[src/rtl/alt_pkg.sv]
// shared types, codes and helper functions for the assembly line tokenizer
// no dependencies; imported by every tokenizer module
package alt_pkg;

    // token class codes
    localparam logic [2:0] CLS_REG     = 3'd0;
    localparam logic [2:0] CLS_IMM     = 3'd1;
    localparam logic [2:0] CLS_IDENT   = 3'd2;
    localparam logic [2:0] CLS_COMMA   = 3'd3;
    localparam logic [2:0] CLS_LPAREN  = 3'd4;
    localparam logic [2:0] CLS_RPAREN  = 3'd5;
    localparam logic [2:0] CLS_UNKNOWN = 3'd6;

    // character codes
    localparam logic [7:0] CH_NUL    = 8'd0;
    localparam logic [7:0] CH_SPACE  = 8'd32;
    localparam logic [7:0] CH_R      = 8'd82;
    localparam logic [7:0] CH_MINUS  = 8'd45;
    localparam logic [7:0] CH_COMMA  = 8'd44;
    localparam logic [7:0] CH_LPAREN = 8'd40;
    localparam logic [7:0] CH_RPAREN = 8'd41;

    // word length field, wide enough for the largest word capacity
    localparam int LEN_BITS = 6;

    // command from the front part to the back part
    typedef struct packed {
        logic                has_word;
        logic                bank;
        logic [LEN_BITS-1:0] len;
        logic [2:0]          cls;
        logic                trunc;
        logic                sep_valid;
        logic [2:0]          sep_cls;
        logic [7:0]          sep_char;
    } cmd_t;

    // word buffer write port
    typedef struct packed {
        logic                en;
        logic                bank;
        logic [LEN_BITS-1:0] idx;
        logic [7:0]          data;
    } buf_wr_t;

    function automatic logic is_digit(input logic [7:0] c);
        return (c >= 8'd48) && (c <= 8'd57);
    endfunction

    function automatic logic is_upper(input logic [7:0] c);
        return (c >= 8'd65) && (c <= 8'd90);
    endfunction

    function automatic logic is_space(input logic [7:0] c);
        return (c == CH_NUL) || (c == CH_SPACE) || ((c >= 8'd9) && (c <= 8'd13));
    endfunction

    function automatic logic [7:0] to_upper(input logic [7:0] c);
        if ((c >= 8'd97) && (c <= 8'd122)) begin
            return c - 8'd32;
        end
        return c;
    endfunction

    // class from the first character and whether a digit sits second
    function automatic logic [2:0] word_class(input logic [7:0] c0, input logic second_digit);
        if ((c0 == CH_R) && second_digit) begin
            return CLS_REG;
        end
        if (is_digit(c0) || ((c0 == CH_MINUS) && second_digit)) begin
            return CLS_IMM;
        end
        if (is_upper(c0)) begin
            return CLS_IDENT;
        end
        return CLS_UNKNOWN;
    endfunction

endpackage

[src/rtl/alt_cmd_fifo.sv]
// two-entry command queue between the tokenizer front and back parts
// depends on alt_pkg for the command type
module alt_cmd_fifo (
    input  logic          aclk,
    input  logic          aresetn,
    input  logic          push,
    input  alt_pkg::cmd_t push_cmd,
    output logic          full,
    input  logic          pop,
    output logic          head_valid,
    output alt_pkg::cmd_t head_cmd
);
    import alt_pkg::*;

    cmd_t       slot_reg [2];
    logic       wr_ptr_reg;
    logic       rd_ptr_reg;
    logic [1:0] count_reg;

    assign full       = (count_reg == 2'd2);
    assign head_valid = (count_reg != 2'd0);
    assign head_cmd   = slot_reg[rd_ptr_reg];

    // storage
    always_ff @(posedge aclk) begin
        if (push) begin
            slot_reg[wr_ptr_reg] <= push_cmd;
        end
    end

    // pointers and fill count
    always_ff @(posedge aclk) begin
        if (!aresetn) begin
            wr_ptr_reg <= 1'b0;
            rd_ptr_reg <= 1'b0;
            count_reg  <= 2'd0;
        end else begin
            if (push) begin
                wr_ptr_reg <= ~wr_ptr_reg;
            end
            if (pop) begin
                rd_ptr_reg <= ~rd_ptr_reg;
            end
            if (push && !pop) begin
                count_reg <= count_reg + 2'd1;
            end else if (pop && !push) begin
                count_reg <= count_reg - 2'd1;
            end
        end
    end

endmodule

[src/rtl/alt_front.sv]
// tokenizer front part: accepts characters, builds words in a banked buffer
// and issues flush commands; depends on alt_pkg
module alt_front #(
    parameter int WORD_CAPACITY = 32
) (
    input  logic            aclk,
    input  logic            aresetn,
    input  logic            in_valid,
    output logic            in_ready,
    input  logic [7:0]      in_char,
    output alt_pkg::buf_wr_t buf_wr,
    output logic            cmd_push,
    output alt_pkg::cmd_t   cmd,
    input  logic            cmd_full,
    input  logic            bank_release,
    input  logic            release_bank
);
    import alt_pkg::*;

    localparam int LEN_W = $clog2(WORD_CAPACITY + 1);

    logic [LEN_W-1:0] len_reg;
    logic             ovf_reg;
    logic [7:0]       c0_reg;
    logic             d1_reg;
    logic             bank_reg;
    logic [1:0]       busy_reg;

    logic       accept;
    logic       space_ch;
    logic       sep_ch;
    logic       has_word;
    logic       flush;
    logic [7:0] up_ch;
    logic       room;

    assign in_ready = !cmd_full && !busy_reg[bank_reg];
    assign accept   = in_valid && in_ready;
    assign space_ch = is_space(in_char);
    assign sep_ch   = (in_char == CH_COMMA) || (in_char == CH_LPAREN)
                   || (in_char == CH_RPAREN);
    assign has_word = (len_reg != '0);
    assign flush    = accept && (space_ch || sep_ch) && has_word;
    assign up_ch    = to_upper(in_char);
    assign room     = (len_reg < LEN_W'(WORD_CAPACITY));

    // word buffer write
    always_comb begin
        buf_wr.en   = accept && !space_ch && !sep_ch && room;
        buf_wr.bank = bank_reg;
        buf_wr.idx  = LEN_BITS'(len_reg);
        buf_wr.data = up_ch;
    end

    // command build
    always_comb begin
        cmd.has_word  = has_word;
        cmd.bank      = bank_reg;
        cmd.len       = LEN_BITS'(len_reg);
        cmd.cls       = word_class(c0_reg, d1_reg && (len_reg >= LEN_W'(2)));
        cmd.trunc     = ovf_reg;
        cmd.sep_valid = sep_ch;
        if (in_char == CH_COMMA) begin
            cmd.sep_cls = CLS_COMMA;
        end else if (in_char == CH_LPAREN) begin
            cmd.sep_cls = CLS_LPAREN;
        end else begin
            cmd.sep_cls = CLS_RPAREN;
        end
        cmd.sep_char = in_char;
        cmd_push     = accept && (sep_ch || (space_ch && has_word));
    end

    // first-character and second-digit capture
    always_ff @(posedge aclk) begin
        if (buf_wr.en && (len_reg == '0)) begin
            c0_reg <= up_ch;
        end
        if (buf_wr.en && (len_reg == LEN_W'(1))) begin
            d1_reg <= is_digit(up_ch);
        end
    end

    // word length, overflow and bank ownership
    always_ff @(posedge aclk) begin
        if (!aresetn) begin
            len_reg  <= '0;
            ovf_reg  <= 1'b0;
            bank_reg <= 1'b0;
            busy_reg <= 2'b00;
        end else begin
            if (bank_release) begin
                busy_reg[release_bank] <= 1'b0;
            end
            if (flush) begin
                busy_reg[bank_reg] <= 1'b1;
                bank_reg           <= ~bank_reg;
                len_reg            <= '0;
                ovf_reg            <= 1'b0;
            end else if (accept && !space_ch && !sep_ch) begin
                if (room) begin
                    len_reg <= len_reg + LEN_W'(1);
                end else begin
                    ovf_reg <= 1'b1;
                end
            end
        end
    end

endmodule

[src/rtl/alt_back.sv]
// tokenizer back part: word buffer memory, output register and playout of flush
// commands, one result per cycle unless stalled; depends on alt_pkg
module alt_back #(
    parameter int WORD_CAPACITY = 32
) (
    input  logic             aclk,
    input  logic             aresetn,
    input  alt_pkg::buf_wr_t buf_wr,
    input  logic             head_valid,
    input  alt_pkg::cmd_t    head_cmd,
    output logic             pop,
    output logic             bank_release,
    output logic             release_bank,
    output logic             out_valid,
    input  logic             out_ready,
    output logic [2:0]       out_cls,
    output logic [7:0]       out_char,
    output logic [4:0]       out_pos,
    output logic             out_token_end,
    output logic             out_trunc,
    output logic             out_run_end
);
    import alt_pkg::*;

    localparam int AW    = $clog2(WORD_CAPACITY);
    localparam int LEN_W = $clog2(WORD_CAPACITY + 1);
    localparam int DEPTH = 2 * (2 ** AW);

    localparam logic PH_WORD = 1'b0;
    localparam logic PH_SEP  = 1'b1;

    logic [7:0]       mem [DEPTH];
    logic [7:0]       rdata_reg;
    logic             phase_reg;
    logic [LEN_W-1:0] idx_reg;

    // read stage
    logic       rd_valid_reg;
    logic [2:0] rd_cls_reg;
    logic [4:0] rd_pos_reg;
    logic       rd_end_reg;
    logic       rd_trunc_reg;
    logic       rd_run_end_reg;
    logic       rd_is_sep_reg;
    logic [7:0] rd_sep_char_reg;

    // output register
    logic       out_valid_reg;
    logic [2:0] out_cls_reg;
    logic [7:0] out_char_reg;
    logic [4:0] out_pos_reg;
    logic       out_end_reg;
    logic       out_trunc_reg;
    logic       out_run_end_reg;

    logic out_load;
    logic issue;
    logic word_step;
    logic last_ch;

    assign out_load  = !out_valid_reg || out_ready;
    assign issue     = head_valid && (!rd_valid_reg || out_load);
    assign word_step = head_cmd.has_word && (phase_reg == PH_WORD);
    assign last_ch   = (LEN_BITS'(idx_reg) == (head_cmd.len - LEN_BITS'(1)));

    assign pop          = issue && (!word_step || (last_ch && !head_cmd.sep_valid));
    assign bank_release = issue && word_step && last_ch;
    assign release_bank = head_cmd.bank;

    // word buffer memory
    always_ff @(posedge aclk) begin
        if (buf_wr.en) begin
            mem[{buf_wr.bank, buf_wr.idx[AW-1:0]}] <= buf_wr.data;
        end
        if (issue) begin
            rdata_reg <= mem[{head_cmd.bank, idx_reg[AW-1:0]}];
        end
    end

    // playout sequencer
    always_ff @(posedge aclk) begin
        if (!aresetn) begin
            phase_reg <= PH_WORD;
            idx_reg   <= '0;
        end else if (issue) begin
            if (word_step) begin
                if (last_ch) begin
                    idx_reg <= '0;
                    if (head_cmd.sep_valid) begin
                        phase_reg <= PH_SEP;
                    end
                end else begin
                    idx_reg <= idx_reg + LEN_W'(1);
                end
            end else begin
                phase_reg <= PH_WORD;
            end
        end
    end

    // read stage metadata
    always_ff @(posedge aclk) begin
        if (!aresetn) begin
            rd_valid_reg <= 1'b0;
        end else if (issue) begin
            rd_valid_reg <= 1'b1;
        end else if (out_load) begin
            rd_valid_reg <= 1'b0;
        end
    end

    always_ff @(posedge aclk) begin
        if (issue) begin
            rd_is_sep_reg   <= !word_step;
            rd_sep_char_reg <= head_cmd.sep_char;
            if (word_step) begin
                rd_cls_reg     <= head_cmd.cls;
                rd_pos_reg     <= 5'(idx_reg);
                rd_end_reg     <= last_ch;
                rd_trunc_reg   <= head_cmd.trunc;
                rd_run_end_reg <= last_ch && !head_cmd.sep_valid;
            end else begin
                rd_cls_reg     <= head_cmd.sep_cls;
                rd_pos_reg     <= 5'd0;
                rd_end_reg     <= 1'b1;
                rd_trunc_reg   <= 1'b0;
                rd_run_end_reg <= 1'b1;
            end
        end
    end

    // output register
    always_ff @(posedge aclk) begin
        if (!aresetn) begin
            out_valid_reg <= 1'b0;
        end else if (out_load) begin
            out_valid_reg <= rd_valid_reg;
        end
    end

    always_ff @(posedge aclk) begin
        if (out_load && rd_valid_reg) begin
            out_cls_reg     <= rd_cls_reg;
            out_char_reg    <= rd_is_sep_reg ? rd_sep_char_reg : rdata_reg;
            out_pos_reg     <= rd_pos_reg;
            out_end_reg     <= rd_end_reg;
            out_trunc_reg   <= rd_trunc_reg;
            out_run_end_reg <= rd_run_end_reg;
        end
    end

    assign out_valid     = out_valid_reg;
    assign out_cls       = out_cls_reg;
    assign out_char      = out_char_reg;
    assign out_pos       = out_pos_reg;
    assign out_token_end = out_end_reg;
    assign out_trunc     = out_trunc_reg;
    assign out_run_end   = out_run_end_reg;

endmodule

[src/rtl/assembly_line_tokenizer_core.sv]
// top level of the assembly line tokenizer: front part, command queue, back part
// depends on alt_pkg, alt_front, alt_cmd_fifo and alt_back
//
// usage:
//   s_ channel carries one character per transaction (s_tdata[7:0]); code 0
//   ends the line. whitespace, comma, parentheses and line end close the
//   current word. m_ channel carries one token character per transaction,
//   class in m_tuser; m_tlast marks the last result caused by one input.
//   word characters are accepted one per cycle and produce no result.
//   a closing character with a word of N stored characters produces N
//   results (plus one for a separator); the first passes through the
//   command queue, the read stage and the output register. throughput is
//   set by the playout sequencer, one result per cycle while m_tready is
//   high, and by two word buffer banks: the front stalls s_tready once
//   both banks hold unplayed words, or the two-entry command queue is full.
//   reset clears word length, overflow flag, queue and output register; the
//   buffer memory needs no clearing. when m_tready is low the output register
//   holds and back pressure reaches s_tready through the queue and banks.
module assembly_line_tokenizer_core #(
    parameter int WORD_CAPACITY = 32
) (
    input  logic        aclk,
    input  logic        aresetn,
    input  logic        s_tvalid,
    output logic        s_tready,
    input  logic [7:0]  s_tdata,   // [7:0] char_code
    output logic        m_tvalid,
    input  logic        m_tready,
    output logic [15:0] m_tdata,   // [7:0] token_char, [12:8] char_position,
                                   // [13] token_end, [14] truncated, [15] zero
    output logic [2:0]  m_tuser,   // [2:0] token_class
    output logic        m_tlast
);
    import alt_pkg::*;

    buf_wr_t    buf_wr;
    cmd_t       push_cmd;
    cmd_t       head_cmd;
    logic       cmd_push;
    logic       cmd_full;
    logic       head_valid;
    logic       pop;
    logic       bank_release;
    logic       release_bank;
    logic [7:0] token_char;
    logic [4:0] char_position;
    logic       token_end;
    logic       truncated;

    alt_front #(
        .WORD_CAPACITY(WORD_CAPACITY)
    ) u_front (
        .aclk         (aclk),
        .aresetn      (aresetn),
        .in_valid     (s_tvalid),
        .in_ready     (s_tready),
        .in_char      (s_tdata),
        .buf_wr       (buf_wr),
        .cmd_push     (cmd_push),
        .cmd          (push_cmd),
        .cmd_full     (cmd_full),
        .bank_release (bank_release),
        .release_bank (release_bank)
    );

    alt_cmd_fifo u_fifo (
        .aclk       (aclk),
        .aresetn    (aresetn),
        .push       (cmd_push),
        .push_cmd   (push_cmd),
        .full       (cmd_full),
        .pop        (pop),
        .head_valid (head_valid),
        .head_cmd   (head_cmd)
    );

    alt_back #(
        .WORD_CAPACITY(WORD_CAPACITY)
    ) u_back (
        .aclk          (aclk),
        .aresetn       (aresetn),
        .buf_wr        (buf_wr),
        .head_valid    (head_valid),
        .head_cmd      (head_cmd),
        .pop           (pop),
        .bank_release  (bank_release),
        .release_bank  (release_bank),
        .out_valid     (m_tvalid),
        .out_ready     (m_tready),
        .out_cls       (m_tuser),
        .out_char      (token_char),
        .out_pos       (char_position),
        .out_token_end (token_end),
        .out_trunc     (truncated),
        .out_run_end   (m_tlast)
    );

    // result packing
    assign m_tdata = {1'b0, truncated, token_end, char_position, token_char};

    // separator tokens end a token at position 0 and are never marked truncated
    a_sep_not_trunc: assert property (@(posedge aclk) disable iff (!aresetn)
        m_tvalid && ((m_tuser == CLS_COMMA) || (m_tuser == CLS_LPAREN)
            || (m_tuser == CLS_RPAREN)) |-> !truncated && token_end
            && (char_position == 5'd0))
        else $error("separator token with bad flags");

    // the last result of a run always closes a token
    a_run_end_token_end: assert property (@(posedge aclk) disable iff (!aresetn)
        m_tvalid && m_tlast |-> token_end)
        else $error("run end without token end");

    // the queue is never pushed while full
    a_no_push_full: assert property (@(posedge aclk) disable iff (!aresetn)
        cmd_full |-> !cmd_push)
        else $error("command pushed into a full queue");

    // a bank is released only while a command is being played out
    a_release_with_cmd: assert property (@(posedge aclk) disable iff (!aresetn)
        bank_release |-> head_valid && head_cmd.has_word)
        else $error("bank release without a word command");

endmodule

[config.mk]
export PLATFORM = sky130hd
export DESIGN_NAME = assembly_line_tokenizer_core
export DESIGN_NICKNAME = d
export VERILOG_FILES = /design/src/rtl/alt_pkg.sv /design/src/rtl/alt_cmd_fifo.sv /design/src/rtl/alt_front.sv /design/src/rtl/alt_back.sv /design/src/rtl/assembly_line_tokenizer_core.sv
export SDC_FILE = /design/constraint.sdc
export NUM_CORES = 1
export LEC_CHECK = 0
export BUFFER_PORTS_ARGS = -buffer_cell sky130_fd_sc_hd__buf_2
export CAP_MARGIN = 20
export CORE_ASPECT_RATIO = 1.5
export CORE_MARGIN = 2
export CORE_UTILIZATION = 25
export CTS_BUF_LIST = sky130_fd_sc_hd__clkbuf_16
export DETAILED_ROUTE_END_ITERATION = 10
export PLACE_DENSITY_LB_ADDON = 0.3
export SYNTH_ARGS = -nofsm -noshare
export SYNTH_HDL_FRONTEND = slang
export SYNTH_SLANG_ARGS = --single-unit
[constraint.sdc]
create_clock -name aclk -period 6.58 [get_ports aclk]
set_clock_uncertainty 0.1 [all_clocks]
set_input_delay 0.658 -clock aclk [delete_from_list [all_inputs] [get_ports aclk]]
set_output_delay 0.658 -clock aclk [all_outputs]
set_load 0.01 [all_outputs]
== Yosys cells after proc, flatten, opt, wreduce, memory -nomap -nowiden ==
Memory sizes are Yosys's and may differ from the RTL's. A register that Yosys moved wholly into a read port is not among the register bits.
Cells that the tools add are included.

* Memory bits (read-only): 0
* Latch bits: 0
* Bits in writable memories: 560
* Register bits after elaboration: 71
* Output and inout port bits: 22
* Memories kept: 2
* Input port bits: 12
* Word-level logic and storage cells: 173

{| class="wikitable"
|+ Memories
! name !! depth !! bits a word !! rd ports !! clocked after Yosys merged registers in !! wr ports !! RTL line !! source
|-
| u_back.mem || 64 || 8 || 1 || 1 || 1 || alt_back.sv:32 || <nowiki>logic [7:0] mem [DEPTH];</nowiki>
|-
| u_fifo.slot_reg || 2 || 24 || 1 || 1 || 1 || alt_cmd_fifo.sv:15 || <nowiki>cmd_t slot_reg [2];</nowiki>
|}

* $mul: 0
* Shift operators: 0
* Equality and inequality tests: 11
* Mux-type cells: 42
* Reductions and logical operators: 61
* $lt $le $gt $ge: 16
* Divide/modulo/power cells: 0
* Bitwise operators: 9
* Add/sub/neg operators: 6

{| class="wikitable"
|+ Operators by type and width
! kind !! count
|-
| equality test 8 x 6 -> 1 bit, second input constant || 5
|-
| logical AND 1 bit || 30
|-
| 2-to-1 mux 3 bit || 8
|-
| 2-to-1 mux 8 bit || 3
|-
| 2-to-1 mux 1 bit || 23
|-
| >= comparator 8 x 6 -> 1 bit, second input constant || 2
|-
| >= comparator 8 x 7 -> 1 bit, second input constant || 2
|-
| <= comparator 8 x 6 -> 1 bit, second input constant || 2
|-
| <= comparator 8 x 7 -> 1 bit, second input constant || 2
|-
| adder 6 x 1 -> 6 bit, second input constant || 2
|-
| zero test 1 bit || 10
|-
| logical OR 1 bit || 10
|-
| 2-to-1 mux 2 bit || 5
|-
| equality test 8 x 7 -> 1 bit, second input constant || 1
|-
| >= comparator 8 x 4 -> 1 bit, second input constant || 1
|-
| <= comparator 8 x 4 -> 1 bit, second input constant || 1
|-
| zero test 8 bit || 1
|-
| subtractor 8 x 6 -> 8 bit, second input constant || 1
|-
| equality test 6 x 1 -> 1 bit, second input constant || 1
|-
| equality test 6 bit || 1
|-
| >= comparator 6 x 2 -> 1 bit, second input constant || 1
|-
| zero test 6 bit || 1
|-
| < comparator 6 bit, second input constant || 1
|-
| 2-to-1 mux 6 bit || 1
|-
| 18 further kinds || 30
|}

== Longest topological paths before layout ==
Gate-level depths: netlist of run 1.

* Depth in word-level cells: 11
* Depth in mapped cells: 16
* Depth with buffers taken out: 12

== Modules after synthesis ==
Synthesis of run 1 repeated with hierarchy kept, for this count alone.

* Cell total of the unflattened synthesis: 1377
* Area, all modules: 25573.3 µm²

{| class="wikitable"
|+ Modules (own cells, without submodules)
! module !! cells an instance !! instances !! area each (µm²) !! seq. area each (µm²)
|-
| alt_back || 1133 || 1 || 22272.6 || 16966.3
|-
| alt_cmd_fifo || 97 || 1 || 1953.1 || 1541.5
|-
| alt_front || 143 || 1 || 1321.3 || 470.5
|-
| assembly_line_tokenizer_core || 4 || 1 || 26.3 || 0.0
|}

== Worst setup path after synthesis of run 1 ==
Ideal clock, no wire load.

* Kind: input -> register
* Start: input port s_tdata[5]
* End: memory u_back.mem[0][6], data pin
* Data required time: 5927 ps
* Setup time: 553 ps
* Stages: 6
* Path slack: 2876 ps
* Data arrival time: 3051 ps
* Buffers on the path: 0
* Path through: ha_1 -> nand2b_1 -> a21oi_1 -> o2111ai_1 -> nor2_1 -> a21oi_1

{| class="wikitable"
|+ RTL lines
! element !! RTL line !! source
|-
| start, declared || assembly_line_tokenizer_core.sv:26 || <nowiki>input logic [7:0] s_tdata,</nowiki>
|-
| end, declared || alt_back.sv:32 ||
|}

== Final worst setup path of run 1 ==
* Start: register u_front.bank_reg
* End: memory u_back.mem[38][2], enable pin

* Cells in the longest elaborated chain, start to end: 10

{| class="wikitable"
|+ Ends and longest elaborated chain
! element !! RTL line !! source
|-
| start, declared || alt_front.sv:26 || <nowiki>logic bank_reg;</nowiki>
|-
| start signal, assigned || alt_front.sv:97 || <nowiki>bank_reg <= ~bank_reg;</nowiki>
|-
| 2-to-1 mux 1 bit (implied by the code) (2 in series) || alt_front.sv:37 || <nowiki>assign in_ready = !cmd_full && !busy_reg[bank_reg];</nowiki>
|-
| zero test 1 bit || alt_front.sv:37 ||
|-
| logical AND 1 bit || alt_front.sv:37 ||
|-
| logical AND 1 bit || alt_front.sv:38 || <nowiki>assign accept = in_valid && in_ready;</nowiki>
|-
| logical AND 1 bit (3 in series) || alt_front.sv:49 || <nowiki>buf_wr.en = accept && !space_ch && !sep_ch && room;</nowiki>
|-
| 2-to-1 mux 1 bit || alt_back.sv:72 || <nowiki>if (buf_wr.en) begin</nowiki>
|-
| 2-to-1 mux 1 bit (implied by the code) || alt_back.sv:73 || <nowiki>mem[{buf_wr.bank, buf_wr.idx[AW-1:0]}] <= buf_wr.data;</nowiki>
|}

Parallel ways exist; a longest one is shown, timed or not. The select of a mux whose other input is x is not followed.

==> metrics, run 1 <==
worst vdd ir=0.198 mV; Final ANT Viol Nets=0; syn nets=1242; P_sw=0.00240 W; Place WS=2.02 ns; total core area=99700 um^2; Final setup viols=0; Fin. Hold Viols=0; multi-input logic area=5760 um^2; global-route wire length before repair=88.7 mm; P_leak=8.50 nW; Critical Path, Cell by Cell=mux2i_1 -> nand3_1 -> nor3_1 -> nand3_1 -> nor2_1; Routed WL=61.0 mm; number of flops mapped to enable cells by yosys=616; Sequential Power Share=49.9%; fillers=9621; Pwr Density=337 nW/um^2; initial drt markers=1016; Root Driver=clkbuf_16; # H-tree levels=2; Initial Util=25.2%; Yosys warning total=0; Worst Setup End Kind=flip-flop; largest net degree at the start of global routing=66; Die Width=263 um; switching power share of the total=24.7%; crit share post-route=60.4%; number of global-route vias before repair=12500; worst skew pair latency=0.61 ns; slowest stage delay, CP=0.92 ns; syn avg cell area=20.5 um^2; initial antenna violation count=3; Layout area overhead=14.7%; Distinct cells, synth=58; status=complete, no violations; CP arrival=4.11 ns; Critical-path top delay cell=nor2_1; final count of pins violating max slew=0; drt wl/cell=23.3 um; Internal Power=0.00731 W; CP dominant cell by count=nand3_1; FF+latch count, synth=640; main flop type after synthesis=edfxtp_1; Crit Path Class=reg -> reg; critical path fanouts, max=14; clock sink count=640; fin crit period=3.97 ns; RSZ-0062 raised after global routing=no; Min-Delay Path Class=in -> reg; DR vias=11700; Overflow after GRT=0; Post-Syn Area=25100 um^2; drt via density=4.47; post-synth top area share=73.8%; Cells after Synth=1221; postcts setup bufs=0; # nets final=1293; layout cells sized above 1=26.1%; # IOs=34; Post-route DRC=0; sequential cell area fraction in the yosys report=75.7%; input/output buffers=32; Worst setup SP type=flip-flop; delay-heaviest family, CP=simple AND/OR/NAND/NOR gates; fmax=252 MHz; dominant cell type by area after synthesis=edfxtp_1; post-CTS sizing=0; PnR worst setup slack=2.61 ns; Gate power share=14.1%; WL met3=2.26 mm; DR top layer=met4; Rows=142; Detailed Routing Iterations Pass 1=5; M1 wire length=23.6 mm; CP Data Required Time=6.72 ns; max-cap viol count=0; clk buf depth=3; CTS buffer count=56; top post-synthesis cells by area=edfxtp_1, mux4_2, dfxtp_1; CTS tree=built; Die Height=392 um; WL met2=32.8 mm; Worst-path clk slew=0.08 ns; clock power share=36.0%; max FFs per register=512; placed wire-length estimate=38.9 mm; global placer's final weighted congestion=0.768; die area=103000 um^2; Max transition margin=31.5%; Synth async-reset ratio=0%; actual slew at the worst max-slew pin=1.03 ns; Fin Setup TNS=0 ns; WP buf/inv=0; hold buffer count at cts=0; Total GRT Usage=11.8%; Register Area=19000 um^2
[cells in the final DEF (no fill, tap or decap), types with 7 or more instances in the layout]
cell / netlist / final
edfxtp_1: 616 / 616
mux4_2: 155 / 155
nor2_1: 96 / 94
clkbuf_16: 0 / 58
nand2_1: 34 / 34
buf_2: 24 / 32
mux2i_1: 25 / 25
buf_4: 6 / 24
mux2_2: 22 / 22
dfxtp_1: 24 / 19
a21oi_1: 20 / 18
nand3_1: 15 / 15
inv_1: 11 / 14
xnor2_1: 13 / 13
and2_1: 11 / 11
clkinv_1: 0 / 11
clkinv_2: 0 / 11
o21ai_0: 9 / 9
ha_1: 9 / 9
bufinv_16: 0 / 9
nor2b_1: 9 / 7
nor4_1: 7 / 7
xor2_1: 7 / 7
clkinv_4: 0 / 7
[metrics by stage]
stage / power (W) / instances / cell area (um^2) / hold WS [ns] / util (%)
after floorplan: 0.00586 / 1221 / 25100 / 0.300 / -
after global routing: 0.0101 / 2618 / 28800 / 0.238 / 28.8
final: 0.00970 / 2618 / 28800 / 0.264 / 28.8
after global placement: 0.00633 / 2510 / 26800 / 0.301 / 26.9
after detailed placement: 0.00635 / 2510 / 26800 / 0.309 / 26.9
after CTS: 0.00984 / 2616 / 28700 / 0.229 / 28.8
[Yosys cell counts (7+ instances only)]
| cell | number |
|---|---|
| and2_1 | 11 |
| o21ai_0 | 9 |
| xnor2_1 | 13 |
| nor2_1 | 96 |
| nand3_1 | 15 |
| nor4_1 | 7 |
| buf_2 | 24 |
| xor2_1 | 7 |
| nor2b_1 | 9 |
| nand2_1 | 34 |
| mux4_2 | 155 |
| ha_1 | 9 |
| a21oi_1 | 20 |
| mux2i_1 | 25 |
| clkbuf_1 | 22 |
| mux2_2 | 22 |
| buf_1 | 8 |
| edfxtp_1 | 616 |
| dfxtp_1 | 24 |
| inv_1 | 11 |
[layout make-up]
type	count	share of cell area [%]
sequential	640	66.0
timing repair buffer	58	1.32
clock inverter	48	1.77
antenna	2	0.0174
clock buffer	58	5.05
inverter	11	0.144
tap	1296	5.64
multi-input combinational	505	20.0
[cells by family after synthesis]
logic type | count (synthesis) | share of synthesized area [%]
buf+inv | 76 | 1.53
fa+ha+maj | 9 | 0.449
simple gates | 207 | 3.88
other cells | 1 | 0.0150
flops | 640 | 75.7
xor+xnor | 21 | 0.764
mux | 203 | 16.0
compound gates | 64 | 1.64
[layer usage]
| layer | GRT usage [%] | vias to the layer above |
|---|---|---|
| met5 | 0 | - |
| met3 | 1.58 | 96 |
| met1 | 13.6 | 6256 |
| met4 | 4.95 | 0 |
| li1 | - | 5072 |
| met2 | 22.1 | 276 |
[path summary, 6_finish.rpt]
check | startpoint | endpoint | slack [ns] | depth (start not counted)
hold reg to reg | u_back.rd_end_reg | u_back.out_token_end | 0.32 | 0
hold / removal | s_tdata[7] | u_fifo.slot_reg[1][7] | 0.26 | 1
setup / recovery | u_front.bank_reg | u_back.mem[38][2] | 2.61 | 5
setup reg to reg | u_front.bank_reg | u_back.mem[38][2] | 2.61 | 5
[power by group through the flow]
stage          Clock, W  Combinational, W  Sequential (W)
2_1_floorplan         0          0.000997         0.00486
3_3_place_gp          0           0.00140         0.00493
3_5_place_dp          0           0.00141         0.00494
4_1_cts         0.00358           0.00141         0.00485
5_1_grt         0.00371           0.00148         0.00487
6_report        0.00349           0.00137         0.00484
No activity file was read; power rests on OpenSTA's default activity.
==> run 2: changes to the inputs <==
clock period = 3.97 ns   (was 6.58 ns; I/O delays follow)
==> metrics, run 2 (same netlist as run 1, synthesis figures left out) <==
layout cells sized above 1=30.0%; Rows=142; max-cap viol count=0; fin crit period=3.42 ns; crit share post-route=86.1%; Post-route DRC=0; Worst setup SP type=flip-flop; Detailed Routing Iterations Pass 1=5; Min-Delay Path Class=in -> reg; critical path fanouts, max=13; largest net degree at the start of global routing=70; Fin Setup TNS=0 ns; worst vdd ir=0.338 mV; Final setup viols=0; global placer's final weighted congestion=0.780; fmax=293 MHz; DR vias=12000; Die Height=392 um; actual slew at the worst max-slew pin=0.996 ns; total power=0.0157 W; clock sink count=640; max FFs per register=512; commonest non-fill, non-tap cell in the layout=edfxtp_1; # H-tree levels=2; # nets final=1385; input/output buffers=32; Final ANT Viol Nets=0; flop-to-flop setup slack=0.55 ns; Crit Path Class=reg -> reg; number of global-route vias before repair=12600; Layout area overhead=16.9%; most frequent cells in the layout=edfxtp_1, mux4_2, buf_4; post-CTS sizing=0; fillers=9722; Root Driver=clkbuf_16; Register Area=19000 um^2; drt wl/cell=22.0 um; multi-input logic area=5760 um^2; Worst Setup End Kind=flip-flop; # IOs=34; CP Data Required Time=4.40 ns; Total GRT Usage=11.6%; final count of pins violating max slew=0; global-route wire length before repair=87.6 mm; Fin. Hold Viols=0; total core area=99700 um^2; worst hold path startpoint=m_tready; Max transition margin=31.7%; RSZ-0062 raised after global routing=no; status=complete, no violations; clk buf depth=3; CP arrival=3.84 ns; Fin Hold WS=0.0492 ns; Pwr Density=535 nW/um^2; Initial Util=25.2%; Die Width=263 um; Overflow after GRT=0; CTS tree=built; initial antenna violation count=4; CTS buffer count=56; P_leak=8.91 nW; die area=103000 um^2; worst skew pair latency=0.62 ns; Routed WL=59.6 mm; drt via density=4.43; Worst-path clk slew=0.06 ns; placed wire-length estimate=38.1 mm; initial drt markers=955
## run 2: cell count changes in the layout (fill, tap and decap cells not counted), sizes merged
cell         change
clkinv           -7
inv              +5
clkinvlp         +4
dlygate4sd3      +2
diode            -1
buf             +90
bufinv           -6
## run 2: what timing repair did
action / 4_1_cts / 5_1_grt
hold buffers: 2 / 0
endpoints found under the hold margin: 4 / 0
setup buffers: 0 / 0
## run 2: power by group
part / leakage, nW / internal [W] / switching, W / total, W
clock: 0.891 / 0.00284 / 0.00243 / 0.00528
sequential: 5.76 / 0.00780 / 0.000199 / 0.00800
combinational: 2.27 / 0.00113 / 0.00126 / 0.00239
## run 2: per-layer routing
layer / up-vias / GRT usage [%] / part of all wire (%)
met1: 6352 / 13.5 / 39
met3: 92 / 1.52 / 3.8
li1: 5259 / - / -
met4: 0 / 4.12 / 3.2
met5: - / 0 / 0
met2: 273 / 21.7 / 54
## run 2: worst max-delay path: stages (launching register included)
cell,delay [ns]
dfxtp_1,0.62
mux2i_1,0.35
ha_1,0.22
xnor2_1,0.14
xnor2_1,0.14
nand3_1,0.09
or4_1,0.53
o21ai_0,0.22
nand2_1,0.08
ha_1,0.33
or3_1,0.35
a21boi_0,0.17
## run 2: final timing paths
check / endpoint / cells after the start
max: u_fifo.count_reg[1] / 11
min: u_back.rd_valid_reg / 4
max reg2reg: u_fifo.count_reg[1] / 11
min reg2reg: u_back.out_pos[0] / 0
## run 2: final cells by class
cell class              count  area share (%)
clock inverters            44            1.05
diodes                      1         0.00854
well taps                1296            5.53
clock buffers              58            4.95
flip-flops and latches    640            64.8
inverters                  11           0.141
repair buffers            150            3.84
multi-input cells         505            19.6
## run 2: metrics by stage
step / setup slack, ns / util, % / cells / cell area [um^2]
global placement: 0.561 / 27.6 / 2600 / 27500
global route: 0.290 / 29.4 / 2705 / 29300
detailed placement: 0.569 / 27.6 / 2600 / 27500
floorplan: 0.360 / - / 1221 / 25100
CTS: 0.514 / 29.4 / 2704 / 29300
finish: 0.553 / 29.4 / 2705 / 29300
==> run 3: changes to the inputs <==
ABC_CLOCK_PERIOD_IN_PS = 3970   (was unset)
CORE_MARGIN = unset   (was 2)
PLACE_DENSITY = 0.49   (was unset)
PLACE_DENSITY_LB_ADDON = unset   (was 0.3)
==> metrics, run 3 (same netlist as run 1, synthesis figures left out) <==
crit share post-route=88.1%; actual slew at the worst max-slew pin=1.03 ns; largest net degree at the start of global routing=67; flop-to-flop setup slack=0.47 ns; placed wire-length estimate=38.6 mm; Fin Hold WS=0.0525 ns; Routed WL=59.8 mm; final count of pins violating max slew=0; Min-Delay Path Class=in -> reg; DR top layer=met5; Post-route DRC=10; die area=102000 um^2; input/output buffers=32; max-cap viol count=0; postcts setup bufs=0; RSZ-0062 raised after global routing=no; Worst Hold End=u_back.rd_valid_reg; worst hold path startpoint=m_tready; global-route wire length before repair=88.2 mm; reg2reg path depth=11; placed inst area=27100 um^2; worst vdd ir=0.317 mV; Rows=141; total core area=99000 um^2; Fin. Hold Viols=0; DR vias=11800; critical path fanouts, max=13; final instance area=28900 um^2; PnR worst setup slack=0.472 ns; failing checks=DRC; drt via density=4.47; # H-tree levels=2; drt wl/cell=22.7 um; Ant. Diodes=0; CTS tree=built; status=finished, violations left; WL met2=31.6 mm; CP Data Required Time=4.40 ns; most frequent cells in the layout=edfxtp_1, mux4_2, nor2_1; fin crit period=3.50 ns; Die Width=261 um; Layout area overhead=15.1%; initial antenna violation count=2; max FFs per register=512; Die Height=390 um; Crit Path Class=reg -> reg; Final setup viols=0; Worst-path clk slew=0.07 ns; Initial Util=25.3%; Detailed Routing Iterations Pass 1=8; hold buffer count at cts=2; # IOs=34; reg2reg end=u_fifo.count_reg[1]; Overflow after GRT=0; WL met3=2.19 mm; CTS buffer count=55; clock sink count=640; Pwr Density=546 nW/um^2; M1 wire length=23.7 mm; Fin Setup TNS=0 ns; post-CTS sizing=0; fmax=286 MHz; Max transition margin=30.8%; Total GRT Usage=11.9%; global placer's final weighted congestion=0.793; Worst Setup End Kind=flip-flop; number of global-route vias before repair=12500; clk buf depth=3; Final ANT Viol Nets=0; # nets final=1324; Root Driver=clkbuf_16; layout cells sized above 1=26.7%; Hold Path Depth=4; commonest non-fill, non-tap cell in the layout=edfxtp_1; P_leak=8.61 nW; worst skew pair latency=0.62 ns; Place WS=0.508 ns; CP arrival=3.93 ns; initial drt markers=877; Worst setup SP type=flip-flop
run 3: changes by cell type in the layout (fill, tap and decap cells not counted):
| cell | delta |
|---|---|
| buf_12 | +1 |
| buf_4 | -62 |
| bufinv_16 | +3 |
| clkbuf_16 | -2 |
| clkbuf_8 | +1 |
| clkinv_1 | +3 |
| clkinv_8 | -1 |
| clkinvlp_4 | -4 |
| dfxtp_1 | +1 |
| dfxtp_2 | -1 |
| diode_2 | -1 |
| inv_1 | -1 |
| inv_8 | +1 |
run 3: layer usage:
metal | vias to the layer above | track usage (%)
li1 | 5143 | -
met1 | 6255 | 14.1
met5 | - | 0
met4 | 2 | 4.94
met2 | 267 | 21.4
met3 | 102 | 1.67
run 3: worst max-delay path, stage by stage, from the launching register on:
cell and delay (ns):
dfxtp_1 0.64, mux2i_1 0.38, ha_1 0.24, xnor2_1 0.14, xnor2_1 0.14, nand3_1 0.08
or4_1 0.53, o21ai_0 0.24, nand2_1 0.09, ha_1 0.33, or3_1 0.35, a21boi_0 0.16
run 3: layout make-up:
type | count | area (um^2)
inverters | 11 | 41.3
repair buffers | 90 | 694
flip-flops and latches | 640 | 19000
fillers | 9641 | 70100
well taps | 1287 | 1610
clock buffers | 56 | 1400
clock inverters | 45 | 372
multi-input cells | 505 | 5760
run 3: worst max-delay path by stage:
stage                               end  slack [ns]      start  depth (start not counted)
floorplan           u_fifo.count_reg[1]        0.36  flip-flop                         15
global placement    u_fifo.count_reg[1]        0.57  flip-flop                         11
detailed placement  u_fifo.count_reg[1]        0.51  flip-flop                         11
CTS                 u_fifo.count_reg[1]        0.47  flip-flop                         11
global route        u_fifo.count_reg[1]        0.28  flip-flop                         12
finish              u_fifo.count_reg[1]        0.47  flip-flop                         11
run 3: power breakdown:
| group | switching, W | total, W | internal (W) |
|---|---|---|---|
| clock network | 0.00244 | 0.00539 | 0.00295 |
| registers | 0.000164 | 0.00796 | 0.00780 |
| logic | 0.00130 | 0.00241 | 0.00111 |
run 3: metrics by stage:
step | total power (W) | cells | util [%]
3_3_place_gp | 0.0106 | 2530 | 27.3
6_report | 0.0158 | 2634 | 29.2
2_1_floorplan | 0.00970 | 1221 | -
5_1_grt | 0.0163 | 2634 | 29.2
3_5_place_dp | 0.0106 | 2530 | 27.3
4_1_cts | 0.0160 | 2633 | 29.2
